<file path="src/hdl/ttc_pkg.sv">
// shared types and constants of the touch tracker
package ttc_pkg;

  localparam int MAX_RESULTS = 16;
  localparam int NW          = $clog2(MAX_RESULTS);

  localparam logic [15:0] TIMEOUT_RST  = 16'd100;
  localparam logic [31:0] SCR_ZERO_RST = 32'h0000_0000;
  localparam logic [31:0] SCR_ONE_RST  = 32'h0000_0100;
  localparam logic [31:0] SCR_TWO_RST  = 32'h0100_0000;
  localparam logic [31:0] SEN_ZERO_RST = 32'h0000_0000;
  localparam logic [31:0] SEN_ONE_RST  = 32'h0000_0001;
  localparam logic [31:0] SEN_TWO_RST  = 32'h0001_0000;

  typedef enum logic [1:0] {
    EV_ADD    = 2'd0,
    EV_MOVE   = 2'd1,
    EV_REMOVE = 2'd2,
    EV_DROP   = 2'd3
  } ev_type_t;

  typedef enum logic [2:0] {
    CFG_TIMEOUT  = 3'd0,
    CFG_SCR_ZERO = 3'd1,
    CFG_SCR_ONE  = 3'd2,
    CFG_SCR_TWO  = 3'd3,
    CFG_SEN_ZERO = 3'd4,
    CFG_SEN_ONE  = 3'd5,
    CFG_SEN_TWO  = 3'd6
  } cfg_idx_t;

  typedef enum logic [1:0] {
    MODE_FIND = 2'd0,
    MODE_EXP  = 2'd1,
    MODE_MIN  = 2'd2
  } scan_mode_t;

  typedef enum logic [2:0] {
    ST_IDLE, ST_CHECK, ST_SCAN, ST_DRAIN, ST_DECIDE, ST_START, ST_CALC, ST_OUT
  } ctrl_st_t;

  typedef enum logic [2:0] {
    CS_IDLE, CS_MUL, CS_ACC, CS_DIVI, CS_DIV
  } cal_st_t;

  typedef struct packed {
    logic       load_in;
    logic       rd_en;
    scan_mode_t mode;
    logic       scan_clr;
    logic       ev_load;
    logic       cal_start;
    logic       out_load;
    logic       last;
  } ttc_cmd_t;

  typedef struct packed {
    logic kind;
    logic id_neg;
    logic best;
    logic none_left;
    logic cal_done;
    logic out_free;
  } ttc_sts_t;

  typedef struct packed {
    logic [14:0] id;
    logic [15:0] x;
    logic [15:0] y;
    logic [15:0] pr;
    logic [31:0] seen;
  } slot_t;

endpackage

</file>
<file path="src/hdl/ttc_in_if.sv">
// input channel: touch reports and sweep requests
interface ttc_in_if;
  logic               valid;
  logic               ready;
  logic               kind;
  logic        [31:0] now_ms;
  logic signed [15:0] finger_id;
  logic signed [15:0] touch_x;
  logic signed [15:0] touch_y;
  logic        [15:0] press_lvl;

  modport source (output valid, kind, now_ms, finger_id, touch_x, touch_y, press_lvl,
                  input ready);
  modport sink (input valid, kind, now_ms, finger_id, touch_x, touch_y, press_lvl,
                output ready);
endinterface

</file>
<file path="src/hdl/ttc_out_if.sv">
// result channel: touch events
interface ttc_out_if;
  logic               valid;
  logic               ready;
  logic        [1:0]  event_type;
  logic        [14:0] event_id;
  logic signed [15:0] screen_x;
  logic signed [15:0] screen_y;
  logic signed [15:0] raw_x;
  logic signed [15:0] raw_y;
  logic        [15:0] pressure;
  logic               last_of_run;

  modport source (output valid, event_type, event_id, screen_x, screen_y, raw_x, raw_y,
                  pressure, last_of_run, input ready);
  modport sink (input valid, event_type, event_id, screen_x, screen_y, raw_x, raw_y,
                pressure, last_of_run, output ready);
endinterface

</file>
<file path="src/hdl/ttc_cal.sv">
// iterative three-point calibration unit: shared multiplier and restoring divider
module ttc_cal (
  input  logic               clk,
  input  logic               rst_n,
  input  logic               start,
  input  logic signed [15:0] pos_x,
  input  logic signed [15:0] pos_y,
  input  logic        [31:0] scr_zero,
  input  logic        [31:0] scr_one,
  input  logic        [31:0] scr_two,
  input  logic        [31:0] sen_zero,
  input  logic        [31:0] sen_one,
  input  logic        [31:0] sen_two,
  output logic               done,
  output logic signed [15:0] scr_x,
  output logic signed [15:0] scr_y
);
  import ttc_pkg::*;

  cal_st_t st_r, st_nxt;

  logic signed [15:0] x_r, y_r;
  logic        [2:0]  ph_r;
  logic               j_r;
  logic signed [35:0] prod_r;
  logic signed [39:0] acc_r;
  logic signed [34:0] dot_r;
  logic        [33:0] n2_r;
  logic        [17:0] l1_r, l2_r;
  logic        [33:0] rem_r;
  logic        [17:0] nb_r;
  logic        [17:0] q_r;
  logic        [4:0]  cnt_r;
  logic signed [15:0] sx_r, sy_r;
  logic               done_r;

  logic signed [16:0] c0x, c0y, dx, dy, c1x, c1y, c2x, c2y;
  logic signed [16:0] b1x, b1y, b2x, b2y;
  logic signed [18:0] opa;
  logic signed [16:0] opb;
  logic signed [35:0] mul;
  logic signed [39:0] acc_sum;
  logic        [34:0] abs_w;
  logic        [33:0] a_mag;
  logic               big;
  logic        [34:0] rem_sh, rem_sub;
  logic               ge;
  logic        [17:0] q_fin;
  logic signed [39:0] init_x, init_y;
  logic signed [23:0] r_full;
  logic signed [15:0] r_sat;
  logic               l_wr;
  logic        [17:0] l_val;

  assign c0x = $signed({sen_zero[15], sen_zero[15:0]});
  assign c0y = $signed({sen_zero[31], sen_zero[31:16]});
  assign dx  = $signed({x_r[15], x_r}) - c0x;
  assign dy  = $signed({y_r[15], y_r}) - c0y;
  assign c1x = $signed({sen_one[15], sen_one[15:0]}) - c0x;
  assign c1y = $signed({sen_one[31], sen_one[31:16]}) - c0y;
  assign c2x = $signed({sen_two[15], sen_two[15:0]}) - c0x;
  assign c2y = $signed({sen_two[31], sen_two[31:16]}) - c0y;
  assign b1x = $signed({scr_one[15], scr_one[15:0]}) - $signed({scr_zero[15], scr_zero[15:0]});
  assign b1y = $signed({scr_one[31], scr_one[31:16]}) - $signed({scr_zero[31], scr_zero[31:16]});
  assign b2x = $signed({scr_two[15], scr_two[15:0]}) - $signed({scr_zero[15], scr_zero[15:0]});
  assign b2y = $signed({scr_two[31], scr_two[31:16]}) - $signed({scr_zero[31], scr_zero[31:16]});

  assign init_x = $signed({{8{scr_zero[15]}}, scr_zero[15:0], 16'h8000});
  assign init_y = $signed({{8{scr_zero[31]}}, scr_zero[31:16], 16'h8000});

  // operand selection per phase and term
  always_comb begin
    opa = '0;
    opb = '0;
    unique case (ph_r)
      3'd0: begin
        opa = j_r ? {dy[16], dy[16], dy} : {dx[16], dx[16], dx};
        opb = j_r ? c1y : c1x;
      end
      3'd1: begin
        opa = j_r ? {c1y[16], c1y[16], c1y} : {c1x[16], c1x[16], c1x};
        opb = j_r ? c1y : c1x;
      end
      3'd2: begin
        opa = j_r ? {dy[16], dy[16], dy} : {dx[16], dx[16], dx};
        opb = j_r ? c2y : c2x;
      end
      3'd3: begin
        opa = j_r ? {c2y[16], c2y[16], c2y} : {c2x[16], c2x[16], c2x};
        opb = j_r ? c2y : c2x;
      end
      3'd4: begin
        opa = j_r ? $signed({1'b0, l2_r}) : $signed({1'b0, l1_r});
        opb = j_r ? b2x : b1x;
      end
      3'd5: begin
        opa = j_r ? $signed({1'b0, l2_r}) : $signed({1'b0, l1_r});
        opb = j_r ? b2y : b1y;
      end
      default: begin
        opa = '0;
        opb = '0;
      end
    endcase
  end

  assign mul     = opa * opb;
  assign acc_sum = acc_r + {{4{prod_r[35]}}, prod_r};

  assign abs_w = dot_r[34] ? (35'd0 - $unsigned(dot_r)) : $unsigned(dot_r);
  assign a_mag = abs_w[33:0];
  assign big   = {2'b00, a_mag} >= {n2_r, 2'b00};

  assign rem_sh  = {rem_r, nb_r[17]};
  assign ge      = rem_sh >= {1'b0, n2_r};
  assign rem_sub = rem_sh - {1'b0, n2_r};
  assign q_fin   = {q_r[16:0], ge};

  // round half up to q16.0 (signed 16-bit integer) and saturate
  assign r_full = acc_sum[39:16];
  always_comb begin
    priority if (r_full > 24'sd32767) begin
      r_sat = 16'sh7FFF;
    end else if (r_full < -24'sd32768) begin
      r_sat = 16'sh8000;
    end else begin
      r_sat = r_full[15:0];
    end
  end

  always_comb begin
    l_wr  = 1'b0;
    l_val = '0;
    if (st_r == CS_DIVI) begin
      if (n2_r == '0) begin
        l_wr = 1'b1;
      end else if (big) begin
        l_wr  = 1'b1;
        l_val = 18'h3FFFF;
      end
    end else if (st_r == CS_DIV && cnt_r == '0) begin
      l_wr  = 1'b1;
      l_val = q_fin;
    end
  end

  always_comb begin
    st_nxt = st_r;
    unique case (st_r)
      CS_IDLE: if (start) st_nxt = CS_MUL;
      CS_MUL:  st_nxt = CS_ACC;
      CS_ACC: begin
        if (!j_r) begin
          st_nxt = CS_MUL;
        end else begin
          unique case (ph_r)
            3'd1, 3'd3: st_nxt = CS_DIVI;
            3'd5:       st_nxt = CS_IDLE;
            default:    st_nxt = CS_MUL;
          endcase
        end
      end
      CS_DIVI: st_nxt = l_wr ? CS_MUL : CS_DIV;
      CS_DIV:  if (cnt_r == '0) st_nxt = CS_MUL;
      default: st_nxt = CS_IDLE;
    endcase
  end

  always_ff @(posedge clk) begin
    if (!rst_n) begin
      st_r   <= CS_IDLE;
      done_r <= 1'b0;
    end else begin
      st_r   <= st_nxt;
      done_r <= (st_r == CS_ACC) && j_r && (ph_r == 3'd5);
    end
  end

  always_ff @(posedge clk) begin
    unique case (st_r)
      CS_IDLE: begin
        if (start) begin
          x_r   <= pos_x;
          y_r   <= pos_y;
          ph_r  <= 3'd0;
          j_r   <= 1'b0;
          acc_r <= '0;
        end
      end
      CS_MUL: prod_r <= mul;
      CS_ACC: begin
        if (!j_r) begin
          acc_r <= acc_sum;
          j_r   <= 1'b1;
        end else begin
          j_r  <= 1'b0;
          ph_r <= ph_r + 3'd1;
          unique case (ph_r)
            3'd0, 3'd2: begin
              dot_r <= acc_sum[34:0];
              acc_r <= '0;
            end
            3'd1, 3'd3: n2_r <= acc_sum[33:0];
            3'd4: begin
              sx_r  <= r_sat;
              acc_r <= init_y;
            end
            default: sy_r <= r_sat;
          endcase
        end
      end
      CS_DIVI: begin
        rem_r <= {2'b00, a_mag[33:2]};
        nb_r  <= {a_mag[1:0], 16'd0};
        q_r   <= '0;
        cnt_r <= 5'd17;
      end
      CS_DIV: begin
        rem_r <= ge ? rem_sub[33:0] : rem_sh[33:0];
        q_r   <= q_fin;
        nb_r  <= {nb_r[16:0], 1'b0};
        cnt_r <= cnt_r - 5'd1;
      end
      default: ;
    endcase
    if (l_wr) begin
      if (ph_r == 3'd2) l1_r <= l_val;
      else              l2_r <= l_val;
      acc_r <= (ph_r == 3'd4) ? init_x : 40'sd0;
    end
  end

  assign done  = done_r;
  assign scr_x = sx_r;
  assign scr_y = sy_r;

endmodule

</file>
<file path="src/hdl/ttc_dp.sv">
// datapath: configuration, touch table, scan compare, event and output registers
module ttc_dp #(
  parameter  int TABLE_DEPTH = 16,
  localparam int IW = (TABLE_DEPTH > 1) ? $clog2(TABLE_DEPTH) : 1,
  localparam int CW = $clog2(TABLE_DEPTH + 1)
) (
  input  logic               clk,
  input  logic               rst_n,
  input  ttc_pkg::ttc_cmd_t  cmd,
  input  logic [IW-1:0]      rd_addr,
  output ttc_pkg::ttc_sts_t  sts,
  input  logic               in_kind,
  input  logic        [31:0] in_now_ms,
  input  logic signed [15:0] in_finger_id,
  input  logic signed [15:0] in_touch_x,
  input  logic signed [15:0] in_touch_y,
  input  logic        [15:0] in_press_lvl,
  input  logic               cfg_we,
  input  logic        [2:0]  cfg_idx,
  input  logic        [31:0] cfg_data,
  input  logic               out_ready,
  output logic               out_valid,
  output logic        [1:0]  out_event_type,
  output logic        [14:0] out_event_id,
  output logic signed [15:0] out_screen_x,
  output logic signed [15:0] out_screen_y,
  output logic signed [15:0] out_raw_x,
  output logic signed [15:0] out_raw_y,
  output logic        [15:0] out_pressure,
  output logic               out_last_of_run
);
  import ttc_pkg::*;

  logic [15:0] tmo_r;
  logic [31:0] scr0_r, scr1_r, scr2_r, sen0_r, sen1_r, sen2_r;

  logic        kind_r;
  logic [31:0] now_r;
  logic [15:0] id_r, x_r, y_r, pr_r;

  slot_t mem [TABLE_DEPTH];
  slot_t rd_q;
  logic [TABLE_DEPTH-1:0] vld_r, exp_r;

  logic          cmp_vld_r;
  logic [IW-1:0] cmp_idx_r;
  scan_mode_t    cmp_mode_r;

  logic          hit_r, free_r, best_r;
  logic [IW-1:0] hit_idx_r, free_idx_r, best_idx_r;
  slot_t         best_q_r;
  logic [CW-1:0] left_r;

  ev_type_t    ev_type_r;
  logic [14:0] ev_id_r;
  logic [15:0] ev_x_r, ev_y_r, ev_pr_r;

  logic        out_vld_r;
  ev_type_t    o_type_r;
  logic [14:0] o_id_r;
  logic [15:0] o_sx_r, o_sy_r, o_x_r, o_y_r, o_pr_r;
  logic        o_last_r;

  logic               cal_done;
  logic signed [15:0] cal_x, cal_y;

  logic          cur_vld, expd, cur_exp;
  logic [31:0]   age;
  logic          hit_now, free_now, take_min;
  logic [IW-1:0] slot_sel;
  logic          wr_en, rm_en, out_free;

  assign cur_vld  = vld_r[cmp_idx_r];
  assign age      = now_r - rd_q.seen;
  assign expd     = cur_vld && (age > {16'd0, tmo_r});
  assign cur_exp  = (cmp_mode_r == MODE_EXP) ? expd : exp_r[cmp_idx_r];
  assign hit_now  = cmp_vld_r && (cmp_mode_r == MODE_FIND) && cur_vld && (rd_q.id == id_r[14:0]);
  assign free_now = cmp_vld_r && (cmp_mode_r == MODE_FIND) && !cur_vld && !free_r;
  assign take_min = cmp_vld_r && (cmp_mode_r != MODE_FIND) && cur_exp &&
                    (!best_r || (rd_q.id < best_q_r.id));
  assign slot_sel = hit_r ? hit_idx_r : free_idx_r;
  assign wr_en    = cmd.ev_load && !kind_r && (hit_r || free_r);
  assign rm_en    = cmd.ev_load && kind_r;
  assign out_free = !out_vld_r || out_ready;

  always_ff @(posedge clk) begin
    if (!rst_n) begin
      tmo_r      <= TIMEOUT_RST;
      scr0_r     <= SCR_ZERO_RST;
      scr1_r     <= SCR_ONE_RST;
      scr2_r     <= SCR_TWO_RST;
      sen0_r     <= SEN_ZERO_RST;
      sen1_r     <= SEN_ONE_RST;
      sen2_r     <= SEN_TWO_RST;
      vld_r      <= '0;
      exp_r      <= '0;
      cmp_vld_r  <= 1'b0;
      cmp_mode_r <= MODE_FIND;
      hit_r      <= 1'b0;
      free_r     <= 1'b0;
      best_r     <= 1'b0;
      left_r     <= '0;
      out_vld_r  <= 1'b0;
    end else begin
      if (cfg_we) begin
        unique case (cfg_idx)
          CFG_TIMEOUT:  tmo_r  <= cfg_data[15:0];
          CFG_SCR_ZERO: scr0_r <= cfg_data;
          CFG_SCR_ONE:  scr1_r <= cfg_data;
          CFG_SCR_TWO:  scr2_r <= cfg_data;
          CFG_SEN_ZERO: sen0_r <= cfg_data;
          CFG_SEN_ONE:  sen1_r <= cfg_data;
          CFG_SEN_TWO:  sen2_r <= cfg_data;
          default: ;
        endcase
      end
      cmp_vld_r  <= cmd.rd_en;
      cmp_mode_r <= cmd.mode;
      if (cmd.scan_clr) begin
        hit_r  <= 1'b0;
        free_r <= 1'b0;
        best_r <= 1'b0;
      end else begin
        if (hit_now)  hit_r  <= 1'b1;
        if (free_now) free_r <= 1'b1;
        if (take_min) best_r <= 1'b1;
      end
      priority if (cmd.load_in) begin
        left_r <= '0;
      end else if (cmp_vld_r && (cmp_mode_r == MODE_EXP) && expd) begin
        left_r <= left_r + CW'(1);
      end else if (rm_en) begin
        left_r <= left_r - CW'(1);
      end else begin
        left_r <= left_r;
      end
      if (cmp_vld_r && (cmp_mode_r == MODE_EXP)) exp_r[cmp_idx_r] <= expd;
      if (wr_en) vld_r[slot_sel] <= 1'b1;
      if (rm_en) begin
        vld_r[best_idx_r] <= 1'b0;
        exp_r[best_idx_r] <= 1'b0;
      end
      if (cmd.out_load)  out_vld_r <= 1'b1;
      else if (out_ready) out_vld_r <= 1'b0;
    end
  end

  always_ff @(posedge clk) begin
    if (cmd.load_in) begin
      kind_r <= in_kind;
      now_r  <= in_now_ms;
      id_r   <= in_finger_id;
      x_r    <= in_touch_x;
      y_r    <= in_touch_y;
      pr_r   <= in_press_lvl;
    end
    cmp_idx_r <= rd_addr;
    if (hit_now)  hit_idx_r  <= cmp_idx_r;
    if (free_now) free_idx_r <= cmp_idx_r;
    if (take_min) begin
      best_idx_r <= cmp_idx_r;
      best_q_r   <= rd_q;
    end
    if (cmd.ev_load) begin
      if (kind_r) begin
        ev_type_r <= EV_REMOVE;
        ev_id_r   <= best_q_r.id;
        ev_x_r    <= best_q_r.x;
        ev_y_r    <= best_q_r.y;
        ev_pr_r   <= best_q_r.pr;
      end else begin
        ev_type_r <= hit_r ? EV_MOVE : (free_r ? EV_ADD : EV_DROP);
        ev_id_r   <= id_r[14:0];
        ev_x_r    <= x_r;
        ev_y_r    <= y_r;
        ev_pr_r   <= pr_r;
      end
    end
    if (cmd.out_load) begin
      o_type_r <= ev_type_r;
      o_id_r   <= ev_id_r;
      o_sx_r   <= cal_x;
      o_sy_r   <= cal_y;
      o_x_r    <= ev_x_r;
      o_y_r    <= ev_y_r;
      o_pr_r   <= ev_pr_r;
      o_last_r <= cmd.last;
    end
  end

  // touch table storage
  always_ff @(posedge clk) begin
    if (cmd.rd_en) rd_q <= mem[rd_addr];
    if (wr_en) mem[slot_sel] <= '{id: id_r[14:0], x: x_r, y: y_r, pr: pr_r, seen: now_r};
  end

  ttc_cal u_cal (
    .clk      (clk),
    .rst_n    (rst_n),
    .start    (cmd.cal_start),
    .pos_x    ($signed(ev_x_r)),
    .pos_y    ($signed(ev_y_r)),
    .scr_zero (scr0_r),
    .scr_one  (scr1_r),
    .scr_two  (scr2_r),
    .sen_zero (sen0_r),
    .sen_one  (sen1_r),
    .sen_two  (sen2_r),
    .done     (cal_done),
    .scr_x    (cal_x),
    .scr_y    (cal_y)
  );

  assign sts.kind      = kind_r;
  assign sts.id_neg    = id_r[15];
  assign sts.best      = best_r;
  assign sts.none_left = (left_r == '0);
  assign sts.cal_done  = cal_done;
  assign sts.out_free  = out_free;

  assign out_valid       = out_vld_r;
  assign out_event_type  = o_type_r;
  assign out_event_id    = o_id_r;
  assign out_screen_x    = o_sx_r;
  assign out_screen_y    = o_sy_r;
  assign out_raw_x       = o_x_r;
  assign out_raw_y       = o_y_r;
  assign out_pressure    = o_pr_r;
  assign out_last_of_run = o_last_r;

  a_load_free: assert property (@(posedge clk) disable iff (!rst_n)
    cmd.out_load |-> (!out_vld_r || out_ready))
    else $error("result beat loaded over a pending one");

  a_hit_valid: assert property (@(posedge clk) disable iff (!rst_n)
    (cmd.ev_load && !kind_r && hit_r) |-> vld_r[hit_idx_r])
    else $error("move event on an empty slot");

  a_left_dec: assert property (@(posedge clk) disable iff (!rst_n)
    rm_en |=> (left_r == CW'($past(left_r) - CW'(1))))
    else $error("expired count not decremented on removal");

  a_rm_valid: assert property (@(posedge clk) disable iff (!rst_n)
    rm_en |-> (vld_r[best_idx_r] && exp_r[best_idx_r]))
    else $error("removal of a slot that is not an expired touch");

endmodule

</file>
<file path="src/hdl/ttc_ctrl.sv">
// controller: sequences table scans, slot updates, calibration and result beats
module ttc_ctrl #(
  parameter  int TABLE_DEPTH = 16,
  localparam int IW = (TABLE_DEPTH > 1) ? $clog2(TABLE_DEPTH) : 1
) (
  input  logic              clk,
  input  logic              rst_n,
  input  logic              in_valid,
  output logic              in_ready,
  input  ttc_pkg::ttc_sts_t sts,
  output ttc_pkg::ttc_cmd_t cmd,
  output logic [IW-1:0]     rd_addr
);
  import ttc_pkg::*;

  ctrl_st_t      st_r, st_nxt;
  logic [IW-1:0] idx_r, idx_nxt;
  logic [NW-1:0] n_r, n_nxt;
  logic          last;

  assign last    = !sts.kind || sts.none_left || (n_r == NW'(MAX_RESULTS - 1));
  assign rd_addr = idx_r;

  always_ff @(posedge clk) begin
    if (!rst_n) begin
      st_r  <= ST_IDLE;
      idx_r <= '0;
      n_r   <= '0;
    end else begin
      st_r  <= st_nxt;
      idx_r <= idx_nxt;
      n_r   <= n_nxt;
    end
  end

  always_comb begin
    st_nxt   = st_r;
    idx_nxt  = idx_r;
    n_nxt    = n_r;
    in_ready = 1'b0;
    cmd      = '0;
    cmd.mode = MODE_FIND;
    unique case (st_r)
      ST_IDLE: begin
        in_ready = 1'b1;
        if (in_valid) begin
          cmd.load_in = 1'b1;
          st_nxt      = ST_CHECK;
        end
      end
      ST_CHECK: begin
        if (!sts.kind && sts.id_neg) begin
          st_nxt = ST_IDLE;
        end else begin
          cmd.scan_clr = 1'b1;
          idx_nxt      = '0;
          n_nxt        = '0;
          st_nxt       = ST_SCAN;
        end
      end
      ST_SCAN: begin
        cmd.rd_en = 1'b1;
        if (!sts.kind)         cmd.mode = MODE_FIND;
        else if (n_r == '0)    cmd.mode = MODE_EXP;
        else                   cmd.mode = MODE_MIN;
        if (idx_r == IW'(TABLE_DEPTH - 1)) begin
          st_nxt = ST_DRAIN;
        end else begin
          idx_nxt = idx_r + IW'(1);
        end
      end
      ST_DRAIN: st_nxt = ST_DECIDE;
      ST_DECIDE: begin
        if (sts.kind && !sts.best) begin
          st_nxt = ST_IDLE;
        end else begin
          cmd.ev_load = 1'b1;
          st_nxt      = ST_START;
        end
      end
      ST_START: begin
        cmd.cal_start = 1'b1;
        st_nxt        = ST_CALC;
      end
      ST_CALC: if (sts.cal_done) st_nxt = ST_OUT;
      ST_OUT: begin
        if (sts.out_free) begin
          cmd.out_load = 1'b1;
          cmd.last     = last;
          if (last) begin
            st_nxt = ST_IDLE;
          end else begin
            n_nxt        = n_r + NW'(1);
            cmd.scan_clr = 1'b1;
            idx_nxt      = '0;
            st_nxt       = ST_SCAN;
          end
        end
      end
      default: st_nxt = ST_IDLE;
    endcase
  end

endmodule

</file>
<file path="src/hdl/touch_tracker_with_calibration.sv">
// touch tracker top level: controller, datapath with touch table and calibration unit
// one item at a time; a report's event beat becomes valid in the same cycle in which the input
// is ready again; each further remove of a sweep takes another table scan and calibration;
// each beat is paced by one table scan (one memory read a cycle) and the calibration unit
// (one shared multiplier, per basis vector an 18-step division after a setup step, skipped for a
// zero-length or saturating basis); a stalled output adds its wait
// synchronous active-low reset clears the table valid bits and loads register defaults
module touch_tracker_with_calibration #(
  parameter int TABLE_DEPTH = 16
) (
  input  logic        clk,
  input  logic        rst_n,
  ttc_in_if.sink      in_ch,
  ttc_out_if.source   out_ch,
  input  logic        cfg_we,
  input  logic [2:0]  cfg_idx,
  input  logic [31:0] cfg_data
);
  import ttc_pkg::*;

  localparam int IW = (TABLE_DEPTH > 1) ? $clog2(TABLE_DEPTH) : 1;

  ttc_cmd_t      cmd;
  ttc_sts_t      sts;
  logic [IW-1:0] rd_addr;

  ttc_ctrl #(.TABLE_DEPTH(TABLE_DEPTH)) u_ctrl (
    .clk      (clk),
    .rst_n    (rst_n),
    .in_valid (in_ch.valid),
    .in_ready (in_ch.ready),
    .sts      (sts),
    .cmd      (cmd),
    .rd_addr  (rd_addr)
  );

  ttc_dp #(.TABLE_DEPTH(TABLE_DEPTH)) u_dp (
    .clk               (clk),
    .rst_n             (rst_n),
    .cmd               (cmd),
    .rd_addr           (rd_addr),
    .sts               (sts),
    .in_kind           (in_ch.kind),
    .in_now_ms         (in_ch.now_ms),
    .in_finger_id      (in_ch.finger_id),
    .in_touch_x        (in_ch.touch_x),
    .in_touch_y        (in_ch.touch_y),
    .in_press_lvl      (in_ch.press_lvl),
    .cfg_we            (cfg_we),
    .cfg_idx           (cfg_idx),
    .cfg_data          (cfg_data),
    .out_ready         (out_ch.ready),
    .out_valid         (out_ch.valid),
    .out_event_type    (out_ch.event_type),
    .out_event_id      (out_ch.event_id),
    .out_screen_x      (out_ch.screen_x),
    .out_screen_y      (out_ch.screen_y),
    .out_raw_x         (out_ch.raw_x),
    .out_raw_y         (out_ch.raw_y),
    .out_pressure      (out_ch.pressure),
    .out_last_of_run   (out_ch.last_of_run)
  );

endmodule
</file>
<file path="src/flat_wrapper.sv">
// flat-port wrapper written by rule: the top's interface ports become plain ports
module touch_tracker_with_calibration_flat import ttc_pkg::*;
#(
  parameter int TABLE_DEPTH = 16
)
  (clk, rst_n, cfg_we, cfg_idx, cfg_data, in_ch_valid, in_ch_kind, in_ch_now_ms, in_ch_finger_id, in_ch_touch_x, in_ch_touch_y, in_ch_press_lvl, in_ch_ready, out_ch_valid, out_ch_event_type, out_ch_event_id, out_ch_screen_x, out_ch_screen_y, out_ch_raw_x, out_ch_raw_y, out_ch_pressure, out_ch_last_of_run, out_ch_ready);
  ttc_in_if in_ch_i ();
  ttc_out_if out_ch_i ();
  input  logic clk;
  input  logic rst_n;
  input  logic cfg_we;
  input  logic [2:0] cfg_idx;
  input  logic [31:0] cfg_data;
  input wire logic [$bits(in_ch_i.valid)-1:0] in_ch_valid;
  input wire logic [$bits(in_ch_i.kind)-1:0] in_ch_kind;
  input wire logic [$bits(in_ch_i.now_ms)-1:0] in_ch_now_ms;
  input wire logic [$bits(in_ch_i.finger_id)-1:0] in_ch_finger_id;
  input wire logic [$bits(in_ch_i.touch_x)-1:0] in_ch_touch_x;
  input wire logic [$bits(in_ch_i.touch_y)-1:0] in_ch_touch_y;
  input wire logic [$bits(in_ch_i.press_lvl)-1:0] in_ch_press_lvl;
  output wire logic [$bits(in_ch_i.ready)-1:0] in_ch_ready;
  output wire logic [$bits(out_ch_i.valid)-1:0] out_ch_valid;
  output wire logic [$bits(out_ch_i.event_type)-1:0] out_ch_event_type;
  output wire logic [$bits(out_ch_i.event_id)-1:0] out_ch_event_id;
  output wire logic [$bits(out_ch_i.screen_x)-1:0] out_ch_screen_x;
  output wire logic [$bits(out_ch_i.screen_y)-1:0] out_ch_screen_y;
  output wire logic [$bits(out_ch_i.raw_x)-1:0] out_ch_raw_x;
  output wire logic [$bits(out_ch_i.raw_y)-1:0] out_ch_raw_y;
  output wire logic [$bits(out_ch_i.pressure)-1:0] out_ch_pressure;
  output wire logic [$bits(out_ch_i.last_of_run)-1:0] out_ch_last_of_run;
  input wire logic [$bits(out_ch_i.ready)-1:0] out_ch_ready;
  assign in_ch_i.valid = in_ch_valid;
  assign in_ch_i.kind = in_ch_kind;
  assign in_ch_i.now_ms = in_ch_now_ms;
  assign in_ch_i.finger_id = in_ch_finger_id;
  assign in_ch_i.touch_x = in_ch_touch_x;
  assign in_ch_i.touch_y = in_ch_touch_y;
  assign in_ch_i.press_lvl = in_ch_press_lvl;
  assign in_ch_ready = in_ch_i.ready;
  assign out_ch_valid = out_ch_i.valid;
  assign out_ch_event_type = out_ch_i.event_type;
  assign out_ch_event_id = out_ch_i.event_id;
  assign out_ch_screen_x = out_ch_i.screen_x;
  assign out_ch_screen_y = out_ch_i.screen_y;
  assign out_ch_raw_x = out_ch_i.raw_x;
  assign out_ch_raw_y = out_ch_i.raw_y;
  assign out_ch_pressure = out_ch_i.pressure;
  assign out_ch_last_of_run = out_ch_i.last_of_run;
  assign out_ch_i.ready = out_ch_ready;
  touch_tracker_with_calibration #(.TABLE_DEPTH(TABLE_DEPTH)) u_core (.clk(clk), .rst_n(rst_n), .in_ch(in_ch_i), .out_ch(out_ch_i), .cfg_we(cfg_we), .cfg_idx(cfg_idx), .cfg_data(cfg_data));
endmodule
</file>
<file path="config.mk">
export PLATFORM = sky130hd
export DESIGN_NAME = touch_tracker_with_calibration_flat
export DESIGN_NICKNAME = d
export VERILOG_FILES = /design/src/hdl/ttc_pkg.sv /design/src/hdl/ttc_in_if.sv /design/src/hdl/ttc_out_if.sv /design/src/hdl/ttc_cal.sv /design/src/hdl/ttc_dp.sv /design/src/hdl/ttc_ctrl.sv /design/src/hdl/touch_tracker_with_calibration.sv /design/src/flat_wrapper.sv
export SDC_FILE = /design/constraint.sdc
export NUM_CORES = 2
export LEC_CHECK = 0
export ABC_CLOCK_PERIOD_IN_PS = 16500
export BUFFER_PORTS_ARGS = -buffer_cell sky130_fd_sc_hd__buf_2
export CAP_MARGIN = 30
export CORE_MARGIN = 3
export CORE_UTILIZATION = 60
export CTS_BUF_LIST = sky130_fd_sc_hd__clkbuf_16
export CTS_CLUSTER_DIAMETER = 30
export DETAILED_ROUTE_END_ITERATION = 12
export PLACE_DENSITY = 0.77
export RECOVER_POWER = 50
export SLEW_MARGIN = 20
export SYNTH_ARGS = -nofsm -noshare
export SYNTH_HDL_FRONTEND = slang
export SYNTH_SLANG_ARGS = --single-unit
</file>
<file path="constraint.sdc">
create_clock -name clk -period 16.5 [get_ports clk]
set_clock_uncertainty 0.15 [all_clocks]
set_input_delay 0.825 -clock clk [delete_from_list [all_inputs] [get_ports clk]]
set_output_delay 0.825 -clock clk [all_outputs]
set_load 0.02 [all_outputs]
</file>
# After elaboration in Yosys (flattened, before gate mapping)
# Memories as Yosys holds them, arrays and structs flattened. A register that Yosys moved wholly into a read port is not among the register bits.
# Cells that the tools add are included.
[word_totals]
ff_bits = 929
mem_bits_rw = 1520
input_bits = 137
output_inout_bits = 100
word_cells = 329
mem_count = 1
[mem_list]
columns = ["name", "words", "width", "read_ports", "rd_ports_with_merged_regs", "write_ports", "line_no", "text"]
rows = [
  ["u_core.u_dp.mem", 16, 95, 1, 1, 1, "ttc_dp.sv:41", "slot_t mem [TABLE_DEPTH];"],
]
[classes]
add_sub_neg = 20
mul = 1
magnitude_cmp = 12
eq_ne = 38
n_mux = 106
bitwise_logic = 7
n_reduce_logical = 80
[op_table]
columns = ["op", "n"]
rows = [
  ["$mux W16", 11],
  ["$sub A16 B16 Y17", 10],
  ["$mux W40", 4],
  ["$pmux W40 S2", 2],
  ["$mux W18", 5],
  ["$pmux W19 S4", 1],
  ["$mux W17", 4],
  ["$mux W34", 2],
  ["$pmux W17 S4", 1],
  ["$pmux W34 S2", 1],
  ["$mux W19", 3],
  ["$add A40 B40 Y40", 1],
  ["$ge A34 B36 Y1", 1],
  ["$mul A19 B17 Y36", 1],
  ["$mux W3", 12],
  ["$pmux W18 S2", 1],
  ["$ge A35 B34 Y1", 1],
  ["$logic_not A34 Y1", 1],
  ["$pmux W17 S2", 1],
  ["$sub A1 B34 Y34 const A", 1],
  ["$sub A34 B34 Y34", 1],
  ["$and A16 B16 Y16", 2],
  ["$gt A32 B16 Y1", 1],
  ["$sub A32 B32 Y32", 1],
  ["53 further kinds", 195],
]

# Logic depth before layout (Yosys ltp)
[depth]
ltp_word = 10
ltp_mapped = 45
depth_no_buf = 38

# By module
# From an unflattened synthesis, not the netlist that was laid out.
[unflattened]
hier_cells = 8263
hier_area_um2 = 120799.6
[by_module_without_submodules]
columns = ["mod", "n_inst", "cells_per_inst", "area_each_um2", "seq_area_each_um2"]
rows = [
  ["ttc_dp", 1, 4251, 83413.8, 63681.1],
  ["ttc_cal", 1, 3918, 36625.1, 9298.9],
  ["ttc_ctrl", 1, 94, 760.7, 220.2],
]

# Worst setup path before layout
# No wires, ideal clock.
[synth_timing]
kind = "register to register"
from = "register u_core.u_dp.u_cal.j_r"
to = "register u_core.u_dp.u_cal.prod_r[34] (data pin)"
setup_time_ps = 258
t_arrival_ps = 10520
required_ps = 16092
setup_slack_ps = 5572
path_stages_with_launch = 40
n_path_buf = 7
synth_period_minus_slack_ps = 10928
cell_sequence = "edfxtp_1 > clkbuf_1 > clkbuf_1 > buf_1 > clkbuf_1 > clkbuf_1 > buf_1 > mux2_2 > ha_1 > o21a_1 > o21ai_0 > and4b_1 > o31a_1 > o21a_1 > o311ai_0 > mux2_2 > o21ai_0 > o2111a_1 > [... 4 more ...] > fa_1 > fa_1 > fa_1 > inv_1 > fa_1 > inv_1 > ha_1 > a21o_1 > a21o_1 > a21oi_1 > o21ai_0 > a21o_1 > a211oi_1 > o31ai_1 > a2111oi_0 > o21bai_1 > a21oi_1 > xnor2_1"
[synth_between]
elab_chain_cells = 3
elab_cells_between_ends = 11
cone_classes = "mul: 1; mux: 10"
[synth_rtl]
columns = ["item", "line_no", "text"]
rows = [
  ["start, declared", "ttc_cal.sv:24", "logic j_r;"],
  ["start signal, assigned", "ttc_cal.sv:186", "j_r <= 1'b0;"],
  ["start signal, assigned", "ttc_cal.sv:194", "j_r <= 1'b1;"],
  ["start signal, assigned", "ttc_cal.sv:196", "j_r <= 1'b0;"],
  ["$mux W18, or another cell as far along", "ttc_cal.sv:93, ttc_cal.sv:97", ""],
  ["$pmux W19 S4 or $pmux W17 S4 (tied branches)", "ttc_cal.sv:75", "unique case (ph_r)"],
  ["$mul A19 B17 Y36 *", "ttc_cal.sv:107", "assign mul = opa * opb;"],
  ["via u_core.u_dp.u_cal.mul[34]", "ttc_cal.sv:41", "logic signed [35:0] mul;"],
  ["end signal, assigned", "ttc_cal.sv:190", "CS_MUL: prod_r <= mul;"],
  ["end, declared", "ttc_cal.sv:25", "logic signed [35:0] prod_r;"],
]
# The timed path passes the listed nets; every way through them passes the cells marked *.
# A chain may end at the register's enable or synchronous reset.

# Final worst setup path
# Same ends and word-level chain as after synthesis.

==> impl_metrics.env <==
export IMPL_max_stage_delay_ns=1.97
export IMPL_drt_wl_total_um=364000
export IMPL_syn_inst=8125
export IMPL_cts_resized_gates=0
export IMPL_grt_total_usage_pct=35.6
export IMPL_tns_ns=0
export IMPL_dpl_worst_slack_ns=5.68
export IMPL_synthArstFlopShare_pct=0
export IMPL_final_nets=9589
export IMPL_status="complete, but fails checks"
export IMPL_clock_sinks=2528
export IMPL_grt_pass1_vias=78778
export IMPL_synth_seq_cells=2528
export IMPL_grt_pass1_wl_um=531000
export IMPL_ys_types=90
export IMPL_drc=0
export IMPL_synth_most_common_cell="edfxtp_1"
export IMPL_clk_latency_ns=1.02
export IMPL_tightest_slew_ns=6.91
export IMPL_cts_tree="built"
export IMPL_synth_top_area_share_pct=56.6
export IMPL_synth_seq_area_share_pct=61.2
export IMPL_power_density_nw_per_um2=151
export IMPL_grt_max_degree=180
export IMPL_synth_flop_cell="edfxtp_1"
export IMPL_port_buffers=236
export IMPL_antenna_found_initial=29
export IMPL_dpl_hpwl_um=210000
export IMPL_cp_max_fo=43
export IMPL_cts_clk_slew_worst_paths_ns=0.06
export IMPL_fillers=12104
export IMPL_crit_slowest_cell="clkbuf_1"
export IMPL_power_total_uw=21100
export IMPL_yosys_area_top_type="edfxtp_1"
export IMPL_drtAntennaViolNets=0
export IMPL_layout_drive_gt1_share_pct=17.7
export IMPL_gp_congestion=0.945
export IMPL_yosys_top_cells_count="edfxtp_1 (2257), nand2_1 (833), inv_1 (581), mux4_2 (486), ha_1 (395)"
export IMPL_vias_per_cell=6.55
export IMPL_syn_num_nets=8996
export IMPL_max_slew_margin_pct=-361
export IMPL_cp_arrival_ns=12.55
export IMPL_setup_viol=0
export IMPL_rows=163
export IMPL_report_final_hold_viol_count=0
export IMPL_violations="max-capacitance violations, max-slew violations"
export IMPL_initial_utilization_pct=60.5
export IMPL_final_max_slew_viol_count=886
export IMPL_timing_final_crit_share_pct=73.3
export IMPL_crit_type="flop to flop"
export IMPL_wire_per_inst_um=31.0
export IMPL_rsz0062_at_grt="no"
export IMPL_postSynthAreaPerCell_um2=14.7
export IMPL_hold_class="input pin to flop"
export IMPL_cp_common_cell="fa_1"
export IMPL_coreArea_um2=198000
export IMPL_post_cts_buffers=0
export IMPL_dieArea_um2=205000
export IMPL_crit_required_ns=16.95
export IMPL_htreeDepth=5
export IMPL_first_pass_iters=9
export IMPL_area_delta_synth_final_pct=17.1
export IMPL_die_y_um=453
export IMPL_synth_area_leaders="edfxtp_1 (57%), mux4_2 (9.1%), fa_1 (5.7%), dfxtp_1 (4.5%), ha_1 (4.1%)"
export IMPL_cts_root_buf="clkbuf_16"
export IMPL_worst_slack_ns=4.40
export IMPL_max_freq_ghz=0.0826
export IMPL_leakagePower_uw=0.0501
export IMPL_num_vias=76826
export IMPL_cp_start_kind="flop"
export IMPL_cts_buffer_depth=4
export IMPL_gr_total_overflow=0
export IMPL_holdBufCountCts=96
export IMPL_io_pins=237
export IMPL_drtIter0Drc=9852
export IMPL_final_min_clock_period_ns=12.10
export IMPL_ir_drop_mv=0.284
export IMPL_cts_buffers=433
export IMPL_cp_end_kind="flop"
export IMPL_maxCapViolCount=19
export IMPL_mappedNetlistArea_um2=120000
export IMPL_synth_edff_count=2257
export IMPL_die_x_um=453
export IMPL_yosys_warnings=0
==> registers in the layout (all words and copies together), names as in the netlist, 34 cells and up <==
register,count
u_core.u_dp.mem,1520
u_core.u_dp.u_cal.dot_r,35
u_core.u_dp.u_cal.rem_r,34
u_core.u_dp.rd_q,95
u_core.u_dp.best_q_r,63
u_core.u_dp.u_cal.acc_r,40
u_core.u_dp.u_cal.n2_r,34
u_core.u_dp.u_cal.prod_r,36
==> power by group <==
part | internal (uW) | switching (uW)
combinational | 1980 | 2780
clock | 5680 | 3340
sequential | 7230 | 112
==> cell families (layout without fill, tap and decap cells) <==
| logic type | after synthesis | count (layout) | share of synthesized area, % |
|---|---|---|---|
| buffers and inverters | 907 | 1856 | 2.86 |
| adders and majority gates | 734 | 734 | 9.80 |
| other | 0 | 19 | 0 |
| xor gates and xnor gates | 250 | 250 | 1.83 |
| DFF | 2528 | 2528 | 61.2 |
| AOI/OAI and AO/OA | 1223 | 1223 | 6.87 |
| and+or+nand+nor | 1851 | 1851 | 7.02 |
| muxes | 632 | 632 | 10.5 |
==> layout make-up <==
class | instances | area (um2) | share of cell area [%]
flip-flops and latches | 2528 | 73200 | 52.2
multi-input cells | 4690 | 43300 | 30.9
clock buffers | 440 | 11000 | 7.85
clock inverters | 351 | 3600 | 2.57
repair buffers | 482 | 3480 | 2.48
well taps | 2640 | 3300 | 2.36
inverters | 583 | 2190 | 1.56
diodes | 19 | 47.5 | 0.0339
==> critical path, delay by kind of cell (launching register included) <==
kind / cells / cell delay [ns]
XOR/XNOR: 1 / 0.08
AND/OR/NAND/NOR: 5 / 1.39
flip-flops: 1 / 0.33
adder cells (fa/ha/maj): 9 / 4.20
buffers and inverters: 3 / 2.06
multiplexers: 1 / 0.26
AO/OA/AOI/OAI: 16 / 3.30
==> per-layer routing <==
layer	routed length, um	vias up	global-route usage [%]	part of all wire, %
met5	59	-	0	0.016
met4	25100	10	21.7	6.9
li1	-	31671	-	-
met2	176000	5350	57.1	48
met1	127000	38498	44.8	35
met3	35600	1297	7.59	9.8
==> cells in the final DEF, fill, tap and decap left out, types with 42 or more instances in the layout <==
cell type,Yosys,layout
buf_4,3,97
mux4_2,486,486
a21boi_0,226,226
clkinv_1,2,42
edfxtp_1,2257,2257
nand2_1,833,833
xnor2_1,159,159
clkinv_4,0,45
a21oi_1,232,232
nand3_1,84,81
ha_1,395,395
clkbuf_16,0,440
clkinv_2,0,47
mux2i_1,46,46
clkbuf_1,286,114
a21o_1,126,126
dfxtp_1,271,268
nor2b_1,101,101
xor2_1,91,91
inv_6,0,52
inv_1,581,628
dlygate4sd3_1,0,96
o21ai_0,234,233
and3_1,43,43
nand2b_1,73,73
buf_2,2,142
mux2_2,99,68
nor3_1,100,98
nor2_1,390,368
bufinv_16,0,50
fa_1,339,339
and2_1,62,57
o21a_1,51,50
==> per-stage QoR <==
step                      util (%)  instances  hold slack [ns]  area [um2]
after floorplan                  -       8125            0.179      120000
after global placement        62.8      10792            0.250      124000
after detailed placement      63.0      10811            0.255      125000
after CTS                     70.8      11698           0.0252      140000
after global routing          70.9      11730           0.0550      140000
final                         70.9      11733           0.0802      140000
==> final timing paths <==
kind                            cells past startpoint  slack (ns)                            to                        from
worst max-delay path                               35        4.40  u_core.u_dp.u_cal.prod_r[34]       u_core.u_dp.u_cal.j_r
worst min-delay path                                3        0.08        u_core.u_dp.sen2_r[19]                cfg_data[19]
worst max register to register                     35        4.40  u_core.u_dp.u_cal.prod_r[34]       u_core.u_dp.u_cal.j_r
worst min register to register                      0        0.26   u_core.u_dp.out_screen_y[7]  u_core.u_dp.u_cal.scr_y[7]
Note: power is estimated with default switching activity, not from simulation.
